$ cat src/rtl/png_enc_pkg.sv
// Shared constants, byte tables, command and status types for the PNG stream encoder.
package png_enc_pkg;

  localparam int unsigned MAX_BLOCK_BYTES_DEF = 65535;
  localparam int unsigned DIV_W               = 16;
  localparam int unsigned IDX_W               = 6;

  localparam logic [IDX_W-1:0] HDR_LEN        = 6'd33;
  localparam logic [IDX_W-1:0] OPEN_LEN_FIRST = 6'd15;
  localparam logic [IDX_W-1:0] OPEN_LEN       = 6'd13;
  localparam logic [IDX_W-1:0] CRC_LEN        = 6'd4;
  localparam logic [IDX_W-1:0] TRAIL_LEN      = 6'd20;

  localparam logic [1:0] REG_WIDTH  = 2'd0;
  localparam logic [1:0] REG_HEIGHT = 2'd1;
  localparam logic [1:0] REG_MODE   = 2'd2;

  localparam logic [31:0] TYPE_IHDR = 32'h4948_4452;
  localparam logic [31:0] TYPE_IDAT = 32'h4944_4154;
  localparam logic [16:0] ADLER_MOD = 17'd65521;
  localparam logic [31:0] CRC_POLY  = 32'hEDB8_8320;

  localparam logic [7:0] PNG_SIG [8] = '{
    8'h89, 8'h50, 8'h4E, 8'h47, 8'h0D, 8'h0A, 8'h1A, 8'h0A
  };
  localparam logic [7:0] IEND_BYTES [12] = '{
    8'h00, 8'h00, 8'h00, 8'h00, 8'h49, 8'h45, 8'h4E, 8'h44,
    8'hAE, 8'h42, 8'h60, 8'h82
  };

  typedef enum logic [2:0] {
    SEL_HDR,
    SEL_OPEN,
    SEL_FILT,
    SEL_SAMP,
    SEL_CRC,
    SEL_TRAIL
  } byte_sel_t;

  typedef struct packed {
    logic             emit;
    byte_sel_t        sel;
    logic [IDX_W-1:0] idx;
    logic             last;
    logic             fend;
    logic             take;
    logic             latch;
    logic             rowb;
    logic             div_start;
    logic             set_rpc;
    logic             open_a;
    logic             open_b;
    logic             open_done;
  } dp_cmd_t;

  typedef struct packed {
    logic out_free;
    logic div_done;
    logic rpos_zero;
    logic ric_zero;
    logic row_end;
    logic chunk_end;
    logic chunk_last;
    logic first;
  } dp_stat_t;

  function automatic logic [31:0] crc_byte(input logic [31:0] crc, input logic [7:0] b);
    logic [31:0] c;
    c = crc ^ {24'd0, b};
    for (int i = 0; i < 8; i++) begin
      c = (c >> 1) ^ (c[0] ? CRC_POLY : 32'd0);
    end
    return c;
  endfunction

  function automatic logic [7:0] be_byte(input logic [31:0] v, input logic [1:0] k);
    logic [7:0] r;
    case (k)
      2'd0:    r = v[31:24];
      2'd1:    r = v[23:16];
      2'd2:    r = v[15:8];
      default: r = v[7:0];
    endcase
    return r;
  endfunction

endpackage

$ cat src/rtl/png_enc_div.sv
// Restoring divider, one quotient bit per cycle.
module png_enc_div
  import png_enc_pkg::*;
(
  input  logic             clk,
  input  logic             rst,
  input  logic             start,
  input  logic [DIV_W-1:0] dividend,
  input  logic [DIV_W:0]   divisor,
  output logic             busy,
  output logic [DIV_W-1:0] quotient
);

  localparam int unsigned CNT_W = $clog2(DIV_W + 1);

  logic [CNT_W-1:0] cnt;
  logic [DIV_W:0]   rem;
  logic [DIV_W+1:0] trial;
  logic             ge;

  assign trial = {rem, quotient[DIV_W-1]};
  assign ge    = trial >= {1'b0, divisor};

  always_ff @(posedge clk) begin
    if (rst) begin
      busy <= 1'b0;
      cnt  <= '0;
    end else if (start) begin
      busy <= 1'b1;
      cnt  <= CNT_W'(DIV_W);
    end else if (busy) begin
      cnt <= cnt - 1'b1;
      if (cnt == CNT_W'(1)) busy <= 1'b0;
    end
  end

  always_ff @(posedge clk) begin
    if (start) begin
      rem      <= '0;
      quotient <= dividend;
    end else if (busy) begin
      rem      <= ge ? (DIV_W+1)'(trial - {1'b0, divisor}) : trial[DIV_W:0];
      quotient <= {quotient[DIV_W-2:0], ge};
    end
  end

endmodule

$ cat src/rtl/png_enc_dp.sv
// Datapath: configuration, image counters, CRC-32, Adler-32, byte select and output register.
module png_enc_dp
  import png_enc_pkg::*;
#(
  parameter int unsigned MAX_BLOCK_BYTES = MAX_BLOCK_BYTES_DEF
) (
  input  logic        clk,
  input  logic        rst,
  input  dp_cmd_t     cmd,
  output dp_stat_t    stat,
  input  logic        cfg_write,
  input  logic [1:0]  cfg_index,
  input  logic [30:0] cfg_data,
  input  logic [7:0]  sample_byte,
  output logic        out_valid,
  input  logic        out_ready,
  output logic [7:0]  out_byte,
  output logic        run_last,
  output logic        file_end
);

  localparam logic [15:0] MAXW_GREY = 16'(MAX_BLOCK_BYTES - 1);
  localparam logic [15:0] MAXW_RGB  = 16'((MAX_BLOCK_BYTES - 1) / 3);
  localparam logic [15:0] BLK_BYTES = 16'(MAX_BLOCK_BYTES);

  logic [15:0] cfg_width;
  logic [30:0] cfg_height;
  logic        cfg_mode;

  logic [7:0]  samp;
  logic [15:0] lat_width;
  logic [30:0] lat_height;
  logic        rgb;
  logic [16:0] row_bytes;
  logic [15:0] rows_per_chunk;
  logic [30:0] rows_done;
  logic [16:0] row_byte_position;
  logic [15:0] rows_in_chunk;
  logic [15:0] chunk_rows;
  logic        chunk_last;
  logic        first_chunk_flag;
  logic [15:0] len;
  logic [31:0] chunk_crc;
  logic [15:0] adler_low_sum;
  logic [15:0] adler_high_sum;

  logic        div_busy;
  logic [15:0] quotient;

  logic [15:0] w_in;
  logic [15:0] maxw;
  logic [30:0] left;
  logic [31:0] dlen;
  logic [IDX_W-1:0] j;
  logic [IDX_W-1:0] off;
  logic [7:0]  b;
  logic        crc_en;
  logic        crc_init;
  logic        adl_en;
  logic [31:0] crc_src;
  logic [16:0] low_sum;
  logic [16:0] low_next;
  logic [16:0] high_sum;
  logic [16:0] high_next;
  logic [32:0] len_prod;

  png_enc_div u_div (
    .clk      (clk),
    .rst      (rst),
    .start    (cmd.div_start),
    .dividend (BLK_BYTES),
    .divisor  (row_bytes),
    .busy     (div_busy),
    .quotient (quotient)
  );

  always_ff @(posedge clk) begin
    if (rst) begin
      cfg_width  <= 16'd1;
      cfg_height <= 31'd1;
      cfg_mode   <= 1'b0;
    end else if (cfg_write) begin
      unique case (cfg_index)
        REG_WIDTH:  cfg_width  <= cfg_data[15:0];
        REG_HEIGHT: cfg_height <= cfg_data;
        REG_MODE:   cfg_mode   <= cfg_data[0];
        default: ;
      endcase
    end
  end

  assign w_in     = (cfg_width == 16'd0) ? 16'd1 : cfg_width;
  assign maxw     = cfg_mode ? MAXW_RGB : MAXW_GREY;
  assign left     = lat_height - rows_done;
  assign len_prod = 33'(chunk_rows) * 33'(row_bytes);
  assign dlen     = 32'(len) + 32'd5 + (first_chunk_flag ? 32'd2 : 32'd0)
                  + (chunk_last ? 32'd4 : 32'd0);

  // Byte select for the current command
  always_comb begin
    b        = 8'd0;
    crc_en   = 1'b0;
    crc_init = 1'b0;
    adl_en   = 1'b0;
    j        = cmd.idx;
    off      = cmd.idx - 6'd29;
    if (!first_chunk_flag && cmd.idx >= 6'd8) j = cmd.idx + 6'd2;
    case (cmd.sel)
      SEL_HDR: begin
        if (cmd.idx < 6'd8) begin
          b = PNG_SIG[cmd.idx[2:0]];
        end else if (cmd.idx < 6'd12) begin
          b = be_byte(32'd13, cmd.idx[1:0]);
        end else if (cmd.idx < 6'd16) begin
          b = be_byte(TYPE_IHDR, cmd.idx[1:0]);
        end else if (cmd.idx < 6'd20) begin
          b = be_byte({16'd0, lat_width}, cmd.idx[1:0]);
        end else if (cmd.idx < 6'd24) begin
          b = be_byte({1'b0, lat_height}, cmd.idx[1:0]);
        end else if (cmd.idx == 6'd24) begin
          b = 8'd8;
        end else if (cmd.idx == 6'd25) begin
          b = rgb ? 8'd2 : 8'd0;
        end else if (cmd.idx < 6'd29) begin
          b = 8'd0;
        end else begin
          b = be_byte(~chunk_crc, off[1:0]);
        end
        crc_en   = (cmd.idx >= 6'd12) && (cmd.idx < 6'd29);
        crc_init = (cmd.idx == 6'd12);
      end
      SEL_OPEN: begin
        if (j < 6'd4)       b = be_byte(dlen, j[1:0]);
        else if (j < 6'd8)  b = be_byte(TYPE_IDAT, j[1:0]);
        else if (j == 6'd8) b = 8'h78;
        else if (j == 6'd9) b = 8'h01;
        else if (j == 6'd10) b = {7'd0, chunk_last};
        else if (j == 6'd11) b = len[7:0];
        else if (j == 6'd12) b = len[15:8];
        else if (j == 6'd13) b = ~len[7:0];
        else                 b = ~len[15:8];
        crc_en   = (j >= 6'd4);
        crc_init = (j == 6'd4);
      end
      SEL_FILT: begin
        b      = 8'd0;
        crc_en = 1'b1;
        adl_en = 1'b1;
      end
      SEL_SAMP: begin
        b      = samp;
        crc_en = 1'b1;
        adl_en = 1'b1;
      end
      SEL_CRC: begin
        b = be_byte(~chunk_crc, cmd.idx[1:0]);
      end
      SEL_TRAIL: begin
        if (cmd.idx < 6'd4) begin
          b      = be_byte({adler_high_sum, adler_low_sum}, cmd.idx[1:0]);
          crc_en = 1'b1;
        end else if (cmd.idx < 6'd8) begin
          b = be_byte(~chunk_crc, cmd.idx[1:0]);
        end else begin
          off = cmd.idx - 6'd8;
          b   = IEND_BYTES[off[3:0]];
        end
      end
      default: b = 8'd0;
    endcase
  end

  assign crc_src   = crc_init ? 32'hFFFF_FFFF : chunk_crc;
  assign low_sum   = {1'b0, adler_low_sum} + {9'd0, b};
  assign low_next  = (low_sum >= ADLER_MOD) ? low_sum - ADLER_MOD : low_sum;
  assign high_sum  = {1'b0, adler_high_sum} + low_next;
  assign high_next = (high_sum >= ADLER_MOD) ? high_sum - ADLER_MOD : high_sum;

  assign stat.out_free   = !out_valid || out_ready;
  assign stat.div_done   = !div_busy;
  assign stat.rpos_zero  = (row_byte_position == 17'd0);
  assign stat.ric_zero   = (rows_in_chunk == 16'd0);
  assign stat.row_end    = ({1'b0, row_byte_position} + 18'd1) >= {1'b0, row_bytes};
  assign stat.chunk_end  = ({1'b0, rows_in_chunk} + 17'd1) >= {1'b0, chunk_rows};
  assign stat.chunk_last = chunk_last;
  assign stat.first      = first_chunk_flag;

  always_ff @(posedge clk) begin
    if (cmd.take) samp <= sample_byte;
    if (cmd.latch) begin
      lat_width  <= (w_in > maxw) ? maxw : w_in;
      lat_height <= (cfg_height == 31'd0) ? 31'd1 : cfg_height;
      rgb        <= cfg_mode;
    end
    if (cmd.rowb) begin
      row_bytes <= rgb ? 17'(lat_width) + {lat_width, 1'b0} + 17'd1
                       : 17'(lat_width) + 17'd1;
    end
    if (cmd.set_rpc) begin
      rows_per_chunk <= (31'(quotient) > lat_height) ? lat_height[15:0] : quotient;
    end
    if (cmd.open_a) begin
      chunk_rows <= (31'(rows_per_chunk) < left) ? rows_per_chunk : left[15:0];
      chunk_last <= (31'(rows_per_chunk) >= left);
    end
    if (cmd.open_b) len <= len_prod[15:0];
    if (cmd.emit && crc_en) chunk_crc <= crc_byte(crc_src, b);
  end

  always_ff @(posedge clk) begin
    if (rst) begin
      adler_low_sum     <= 16'd1;
      adler_high_sum    <= 16'd0;
      rows_done         <= '0;
      row_byte_position <= '0;
      rows_in_chunk     <= '0;
      first_chunk_flag  <= 1'b1;
    end else if (cmd.latch) begin
      adler_low_sum     <= 16'd1;
      adler_high_sum    <= 16'd0;
      rows_done         <= '0;
      row_byte_position <= '0;
      rows_in_chunk     <= '0;
      first_chunk_flag  <= 1'b1;
    end else begin
      if (cmd.open_done) first_chunk_flag <= 1'b0;
      if (cmd.emit && adl_en) begin
        adler_low_sum  <= low_next[15:0];
        adler_high_sum <= high_next[15:0];
      end
      if (cmd.emit && cmd.sel == SEL_FILT) row_byte_position <= 17'd1;
      if (cmd.emit && cmd.sel == SEL_SAMP) begin
        if (stat.row_end) begin
          row_byte_position <= '0;
          rows_done         <= rows_done + 31'd1;
          rows_in_chunk     <= stat.chunk_end ? 16'd0 : rows_in_chunk + 16'd1;
        end else begin
          row_byte_position <= row_byte_position + 17'd1;
        end
      end
    end
  end

  // Output register: load a new beat when free, drop it once taken
  always_ff @(posedge clk) begin
    if (rst) begin
      out_valid <= 1'b0;
    end else if (cmd.emit) begin
      out_valid <= 1'b1;
    end else if (out_ready) begin
      out_valid <= 1'b0;
    end
  end

  always_ff @(posedge clk) begin
    if (cmd.emit) begin
      out_byte <= b;
      run_last <= cmd.last;
      file_end <= cmd.fend;
    end
  end

endmodule

$ cat src/rtl/png_enc_ctrl.sv
// Controller: sequences header, chunk framing, row bytes and trailer as samples arrive.
module png_enc_ctrl
  import png_enc_pkg::*;
(
  input  logic     clk,
  input  logic     rst,
  input  logic     in_valid,
  output logic     in_ready,
  output dp_cmd_t  cmd,
  input  dp_stat_t stat
);

  typedef enum logic [12:0] {
    S_IDLE  = 13'b0000000000001,
    S_SETUP = 13'b0000000000010,
    S_ROWB  = 13'b0000000000100,
    S_DIVS  = 13'b0000000001000,
    S_DIVW  = 13'b0000000010000,
    S_HDR   = 13'b0000000100000,
    S_OPA   = 13'b0000001000000,
    S_OPB   = 13'b0000010000000,
    S_OPEN  = 13'b0000100000000,
    S_FILT  = 13'b0001000000000,
    S_SAMP  = 13'b0010000000000,
    S_CRC   = 13'b0100000000000,
    S_TRAIL = 13'b1000000000000
  } state_t;

  state_t           state, state_next;
  logic [IDX_W-1:0] idx, idx_next;
  logic             started, started_next;
  logic             pending, pending_next;
  logic             began, began_next;
  logic             accept;
  logic [IDX_W-1:0] open_len;
  logic             chunk_done;

  assign in_ready   = (state == S_IDLE);
  assign accept     = in_valid && in_ready;
  assign open_len   = stat.first ? OPEN_LEN_FIRST : OPEN_LEN;
  assign chunk_done = stat.row_end && stat.chunk_end;

  always_comb begin
    state_next   = state;
    idx_next     = idx;
    started_next = started;
    pending_next = pending;
    began_next   = began;
    cmd          = '0;
    cmd.idx      = idx;
    unique case (state)
      S_IDLE: begin
        if (accept) begin
          cmd.take   = 1'b1;
          began_next = 1'b0;
          idx_next   = '0;
          if (pending)                state_next = S_TRAIL;
          else if (!started)          state_next = S_SETUP;
          else if (!stat.rpos_zero)   state_next = S_SAMP;
          else if (stat.ric_zero)     state_next = S_OPA;
          else                        state_next = S_FILT;
        end
      end
      S_SETUP: begin
        cmd.latch  = 1'b1;
        state_next = S_ROWB;
      end
      S_ROWB: begin
        cmd.rowb   = 1'b1;
        state_next = S_DIVS;
      end
      S_DIVS: begin
        cmd.div_start = 1'b1;
        state_next    = S_DIVW;
      end
      S_DIVW: begin
        if (stat.div_done) begin
          cmd.set_rpc = 1'b1;
          idx_next    = '0;
          state_next  = S_HDR;
        end
      end
      S_HDR: begin
        cmd.sel = SEL_HDR;
        if (stat.out_free) begin
          cmd.emit = 1'b1;
          idx_next = idx + 1'b1;
          if (idx == HDR_LEN - 1'b1) begin
            started_next = 1'b1;
            began_next   = 1'b1;
            state_next   = S_OPA;
          end
        end
      end
      S_OPA: begin
        cmd.open_a = 1'b1;
        state_next = S_OPB;
      end
      S_OPB: begin
        cmd.open_b = 1'b1;
        idx_next   = '0;
        state_next = S_OPEN;
      end
      S_OPEN: begin
        cmd.sel = SEL_OPEN;
        if (stat.out_free) begin
          cmd.emit = 1'b1;
          idx_next = idx + 1'b1;
          if (idx == open_len - 1'b1) begin
            cmd.open_done = 1'b1;
            state_next    = S_FILT;
          end
        end
      end
      S_FILT: begin
        cmd.sel = SEL_FILT;
        if (stat.out_free) begin
          cmd.emit   = 1'b1;
          state_next = S_SAMP;
        end
      end
      S_SAMP: begin
        cmd.sel  = SEL_SAMP;
        cmd.last = !chunk_done || (stat.chunk_last && began);
        if (stat.out_free) begin
          cmd.emit   = 1'b1;
          idx_next   = '0;
          state_next = S_IDLE;
          if (chunk_done) begin
            if (!stat.chunk_last)  state_next = S_CRC;
            else if (began)        pending_next = 1'b1;
            else                   state_next = S_TRAIL;
          end
        end
      end
      S_CRC: begin
        cmd.sel  = SEL_CRC;
        cmd.last = (idx == CRC_LEN - 1'b1);
        if (stat.out_free) begin
          cmd.emit = 1'b1;
          idx_next = idx + 1'b1;
          if (cmd.last) state_next = S_IDLE;
        end
      end
      S_TRAIL: begin
        cmd.sel  = SEL_TRAIL;
        cmd.last = (idx == TRAIL_LEN - 1'b1);
        cmd.fend = cmd.last;
        if (stat.out_free) begin
          cmd.emit = 1'b1;
          idx_next = idx + 1'b1;
          if (cmd.last) begin
            started_next = 1'b0;
            pending_next = 1'b0;
            state_next   = S_IDLE;
          end
        end
      end
      default: state_next = S_IDLE;
    endcase
  end

  always_ff @(posedge clk) begin
    if (rst) begin
      state   <= S_IDLE;
      idx     <= '0;
      started <= 1'b0;
      pending <= 1'b0;
      began   <= 1'b0;
    end else begin
      state   <= state_next;
      idx     <= idx_next;
      started <= started_next;
      pending <= pending_next;
      began   <= began_next;
    end
  end

endmodule

$ cat src/rtl/png_stored_block_stream_encoder.sv
// Top level of the uncompressed PNG stream encoder.
//
//   channel  signals                                    direction
//   in       in_valid, in_ready, sample_byte            sample in, one beat per sample
//   out      out_valid, out_ready, out_byte,            file byte out, one beat per byte
//            run_last, file_end
//   cfg      cfg_valid, cfg_ready, cfg_index, cfg_data  register write, always ready
//
// A sample is accepted in the idle state and then sequenced byte by byte (one
// byte for a mid-row sample, at most 50 bytes); chunk framing adds states OPA
// and OPB, image start adds SETUP, ROWB, DIVS and DIVW, the wait on the
// row-count divider, which yields one quotient bit per cycle. Output stalls
// hold the sequencer; a sample is taken only when the previous one has been
// fully sequenced. Reset returns to idle with the default image setup.
module png_stored_block_stream_encoder
  import png_enc_pkg::*;
#(
  parameter int unsigned MAX_BLOCK_BYTES = MAX_BLOCK_BYTES_DEF
) (
  input  logic        clk,
  input  logic        rst,
  input  logic        in_valid,
  output logic        in_ready,
  input  logic [7:0]  sample_byte,
  output logic        out_valid,
  input  logic        out_ready,
  output logic [7:0]  out_byte,
  output logic        run_last,
  output logic        file_end,
  input  logic        cfg_valid,
  output logic        cfg_ready,
  input  logic [1:0]  cfg_index,
  input  logic [30:0] cfg_data
);

  dp_cmd_t  cmd;
  dp_stat_t stat;

  assign cfg_ready = 1'b1;

  png_enc_ctrl u_ctrl (
    .clk      (clk),
    .rst      (rst),
    .in_valid (in_valid),
    .in_ready (in_ready),
    .cmd      (cmd),
    .stat     (stat)
  );

  png_enc_dp #(
    .MAX_BLOCK_BYTES (MAX_BLOCK_BYTES)
  ) u_dp (
    .clk         (clk),
    .rst         (rst),
    .cmd         (cmd),
    .stat        (stat),
    .cfg_write   (cfg_valid && cfg_ready),
    .cfg_index   (cfg_index),
    .cfg_data    (cfg_data),
    .sample_byte (sample_byte),
    .out_valid   (out_valid),
    .out_ready   (out_ready),
    .out_byte    (out_byte),
    .run_last    (run_last),
    .file_end    (file_end)
  );

endmodule
$ cat config.mk
export PLATFORM = sky130hd
export DESIGN_NAME = png_stored_block_stream_encoder
export DESIGN_NICKNAME = d
export VERILOG_FILES = /design/src/rtl/png_enc_pkg.sv /design/src/rtl/png_enc_div.sv /design/src/rtl/png_enc_dp.sv /design/src/rtl/png_enc_ctrl.sv /design/src/rtl/png_stored_block_stream_encoder.sv
export SDC_FILE = /design/constraint.sdc
export NUM_CORES = 2
export LEC_CHECK = 0
export BUFFER_PORTS_ARGS = -buffer_cell sky130_fd_sc_hd__buf_2
export CAP_MARGIN = 20
export CORE_ASPECT_RATIO = 0.75
export CORE_UTILIZATION = 31
export CTS_CLUSTER_DIAMETER = 40
export CTS_CLUSTER_SIZE = 20
export DETAILED_ROUTE_END_ITERATION = 12
export GPL_ROUTABILITY_DRIVEN = 0
export GPL_TIMING_DRIVEN = 0
export PLACE_DENSITY_LB_ADDON = 0.15
export SLEW_MARGIN = 20
export SYNTH_ARGS = -nofsm -noshare
export SYNTH_HDL_FRONTEND = slang
export SYNTH_SLANG_ARGS = --single-unit
$ cat constraint.sdc
create_clock -name clk -period 24.8 [get_ports clk]
set_input_delay 3.72 -clock clk [delete_from_list [all_inputs] [get_ports clk]]
set_output_delay 3.72 -clock clk [all_outputs]
set_load 0.02 [all_outputs]
==> PnR_summary.wiki <==
{| class="wikitable"
! Metric !! Value
|-
| Number of failing setup endpoints in the final timing report || 0
|-
| Count of hold-fix buffers inserted at cts || 0
|-
| Final min period || about 13 ns
|-
| Post-Place Setup Slack || 11.94 ns
|-
| Yosys cell types || 103
|-
| Multi-input gate area in the final layout || 19920 um2
|-
| Vias per cell || 5.310
|-
| Setup crit start kind || flip-flop
|-
| Hold path startpoint || u_dp.cfg_width[0]
|-
| Area share of xor/xnor cells in the synthesized design || 0.08820
|-
| Via count of the first global-routing pass || approximately 26k
|-
| Combinational family with the most area after synthesis || simple AND/OR/NAND/NOR gates
|-
| Number of standard cells after synthesis || 3672
|-
| Via Count || 27.47k
|-
| # Post-CTS Setup Buffers || 0
|-
| Average size of a mapped cell || about 8.4 um2
|-
| Number of max-slew violations in the final report || 0
|-
| Storage cell area || ~9000 um2
|-
| Layout area overhead || 14.18%
|-
| Post-synth top area share || 0.1595
|-
| GR Util met1 || 0.3406
|-
| Share of total power in sequential cells || 0.328
|-
| Worst R2R Path Depth || 38
|-
| Routed wire per std cell || 21.34 um
|-
| Register clock-pin slew on the reported worst setup and hold paths || 0.05 ns
|-
| Largest net degree at the start of global routing || 28
|-
| Clock Power Share || 0.436
|-
| Global-route track usage on met2 || 0.2859
|-
| Mux share of post-synthesis cell area || 0.02524
|-
| Share of final-layout standard cells stronger than drive strength 1 || 0.07722
|-
| Detailed placer's ending HPWL || between 80000 and 90000 um
|-
| Global-route usage over all layers || 0.2155
|-
| Main flop type after synthesis || dfxtp_1
|-
| Post-route DRC violation count || 0
|-
| Transition time of the tightest slew-check pin || 1.024 ns
|-
| Start-to-end type of the worst setup path || reg -> reg
|-
| Number of buffers added by the clock tree synthesis step || 67
|-
| FF+latch count, synth || 371
|-
| Slack of the worst reg-to-reg path || 11.44 ns
|-
| Leakage || 13.95 nW
|-
| Relative slew slack || 0.3000
|-
| PostCTS Resize Cnt || 0
|-
| Net Count, Synth || 4038
|-
| Aggregate routed wire length || 110400 um
|-
| Area fraction in and, or, nand and nor cells after synthesis || 0.2040
|-
| Fin worst setup slack || 11.44 ns
|-
| Worst vdd ir || 0.07052 mV
|-
| Total global routing overflow || 0
|-
| I/O pins || 59
|-
| Number of buffers on the longest clock path || 3
|-
| Die outline area || 100900 um2
|-
| Global routing's busiest layer || met1
|-
| Data arrival, critical path || 13.82 ns
|-
| Setup Skew || 0.03270 ns
|-
| R2R Path Start || u_ctrl.idx[0]
|-
| Part of the cycle the worst path needs || 0.5387
|-
| Synth area leaders || edfxtp_1 16%, dfxtp_1 13%, ha_1 9.5%
|-
| Net Switching || between 0.0007 and 0.0008 W
|-
| Effective utilization at floorplan || 0.3152
|-
| Global-route wire length before repair || ~170000 um
|-
| Sequential cell area fraction in the yosys report || 0.2936
|-
| Width of the chip || 366.5 um
|-
| Number of failing hold endpoints at the final stage || 0
|-
| Adder-cell share of the synthesized area || 0.1509
|-
| Library cell with the largest summed area after synthesis || edfxtp_1
|-
| Remaining antenna violation count after routing || 0
|-
| Highest Clock Rate || between 70 and 80 MHz
|-
| Setup repair after global routing missed its margin || no
|-
| Internal Power || 0.001460 W
|-
| Pwr per Cell Area || 62.65 nW/um2
|-
| Path category of the worst min-delay check || reg -> reg
|-
| Total power || 0.002209 W
|-
| Max Cap Viol || 0
|-
| Proportion of total power due to net switching || 0.3390
|-
| Number of antenna violations at the first check in global routing || 8
|-
| Clock tree from TritonCTS || done
|-
| Fin Setup TNS || 0 ns
|-
| Worst-path maximum fanout || 13
|-
| Fraction of the mapped netlist area in compound gates || 0.1753
|-
| H-Tree Depth || 3
|-
| Hold Path Cell Cnt || 2
|-
| Delay contributed by the slowest stage of the critical path || 0.77 ns
|-
| Count of nets after finishing || roughly 4.2k
|-
| Clock tree root buffer cell || clkbuf_16
|-
| Clock latency reported for the late side of the worst-skew pair || approximately 0.65 ns
|-
| Sort of element at the end of the critical path || flip-flop
|-
| Post-synth ARST share || 0
|-
| Worst path most repeated cell || clkbuf_1
|-
| Summed instance area of the synthesized netlist || slightly above 30000 um2
|-
| Post-synth EDFFs || 164
|-
| CORE AREA || 97980 um2
|-
| Routing usage on met3 || 0.05118
|-
| Height of the die || around 280 um
|-
| Total iterations of the first detailed-routing run || 7
|-
| Outcome || finished, final reports clean
|-
| Port buffer count || 57
|-
| DRT iter0 DRCs || 3266
|-
| Slowest cell on the critical path || o41ai_2
|-
| Share of total power in combinational logic || 0.236
|-
| Yosys warning total || 0
|-
| Worst-case hold path end point || u_dp.cfg_width[0]
|-
| Critical register-to-register path endpoint || u_dp.adler_high_sum[8]
|-
| Data required time at the worst endpoint || 25.26 ns
|-
| Fillers || 10.24k
|-
| Sink count of the clock tree || 371
|-
| Rows || 99
|}
==> worst max path at each step <==
stage / cells past startpoint / startpoint / to
final: 38 / u_ctrl.idx[0] / u_dp.adler_high_sum[8]
after global routing: 38 / u_ctrl.idx[0] / u_dp.adler_high_sum[8]
after CTS: 36 / u_ctrl.idx[0] / u_dp.adler_high_sum[8]
after detailed placement: 36 / u_ctrl.idx[0] / u_dp.adler_high_sum[8]
after global placement: 38 / u_ctrl.idx[0] / u_dp.adler_high_sum[5]
after floorplan: 37 / u_ctrl.idx[1] / u_dp.adler_high_sum[14]
==> power by group through the flow <==
stage | sequential [W] | combinational (W) | clock, W
6_report | 0.000724 | 0.000522 | 0.000964
5_1_grt | 0.000726 | 0.000577 | 0.00101
4_1_cts | 0.000723 | 0.000517 | 0.000983
3_5_place_dp | 0.000736 | 0.000512 | 0
3_3_place_gp | 0.000738 | 0.000512 | 0
2_1_floorplan | 0.000718 | 0.000367 | 0
==> cells by family after synthesis <==
logic type               count (synthesis)
other                                    1
multiplexers                            72
AND/OR/NAND/NOR                       1298
AO/OA/AOI/OAI                          821
flip-flops                             371
buffers and inverters                  504
XOR/XNOR                               284
adder cells (fa/ha/maj)                321
==> stage by stage <==
step | area (um2) | instances | utilization | hold slack [ns]
2_1_floorplan | 30880 | 3672 | - | 0.4387
3_3_place_gp | 32810 | 5042 | 0.3349 | 0.4623
3_5_place_dp | 32930 | 5048 | 0.3361 | 0.4666
4_1_cts | 35260 | 5172 | 0.3599 | 0.4744
5_1_grt | 35260 | 5173 | 0.3599 | 0.4950
6_report | 35260 | 5173 | 0.3599 | 0.4760
==> routing by layer <==
| layer | part of all wire | routed length (um) | up-vias |
|---|---|---|---|
| li1 | - | - | 13256 |
| met1 | 0.52 | 57420 | 13094 |
| met2 | 0.38 | 41450 | 989 |
| met3 | 0.088 | 9698 | 124 |
| met4 | 0.016 | 1798 | 6 |
| met5 | 0.00031 | 34 | - |
==> cell usage after synthesis, drive strengths merged (42+ instances only) <==
library cell and instances:
nand2 414, a21oi 253, clkbuf 175, nand4 53
nor3 76, nand3 93, mux2i 52, edfxtp 164
ha 234, o21ai 173, xor2 89, a21o 42
xnor2 195, nand2b 50, nor2 300, nor2b 52
nor4 57, and3 43, dfxtp 207, fa 86
inv 293
==> layout by cell type, fill, tap and decap left out, types with 72 or more instances in the layout <==
cell type,synthesis,layout
nand2_1,413,413
nor2_1,299,299
inv_1,292,291
a21oi_1,252,251
ha_1,234,234
dfxtp_1,207,207
xnor2_1,185,185
clkbuf_1,175,177
o21ai_0,168,168
edfxtp_1,164,164
nand3_1,93,93
fa_1,86,86
xor2_1,81,81
buf_2,18,76
nor3_1,73,72
==> layout make-up <==
cell class / instances / area share
antenna: 1 / 0.00007096
timing repair buffer: 63 / 0.01033
buffer: 208 / 0.02331
tap: 1313 / 0.04659
inverter: 296 / 0.03151
clock buffer: 75 / 0.05074
clock inverter: 49 / 0.01533
multi-input combinational: 2797 / 0.5649
sequential: 371 / 0.2572
==> critical path: cells and delay by family, from the launching register on <==
family	cells	cell delay, ns
AOI/OAI and AO/OA	16	5.93
xor gates and xnor gates	2	0.66
adders and majority gates	3	1.16
buffers and inverters	6	2.35
DFF	1	0.62
muxes	1	0.23
and+or+nand+nor	10	2.18
==> sequential cells by signal (all words and copies together), names as in the netlist, 17 cells and up <==
signal                  cells
u_dp.cfg_height            31
u_dp.chunk_crc             32
u_dp.row_bytes             17
u_dp.row_byte_position     17
u_dp.lat_height            31
u_dp.u_div.rem             17
u_dp.rows_done             31
Note: power is estimated with default switching activity, not from simulation.
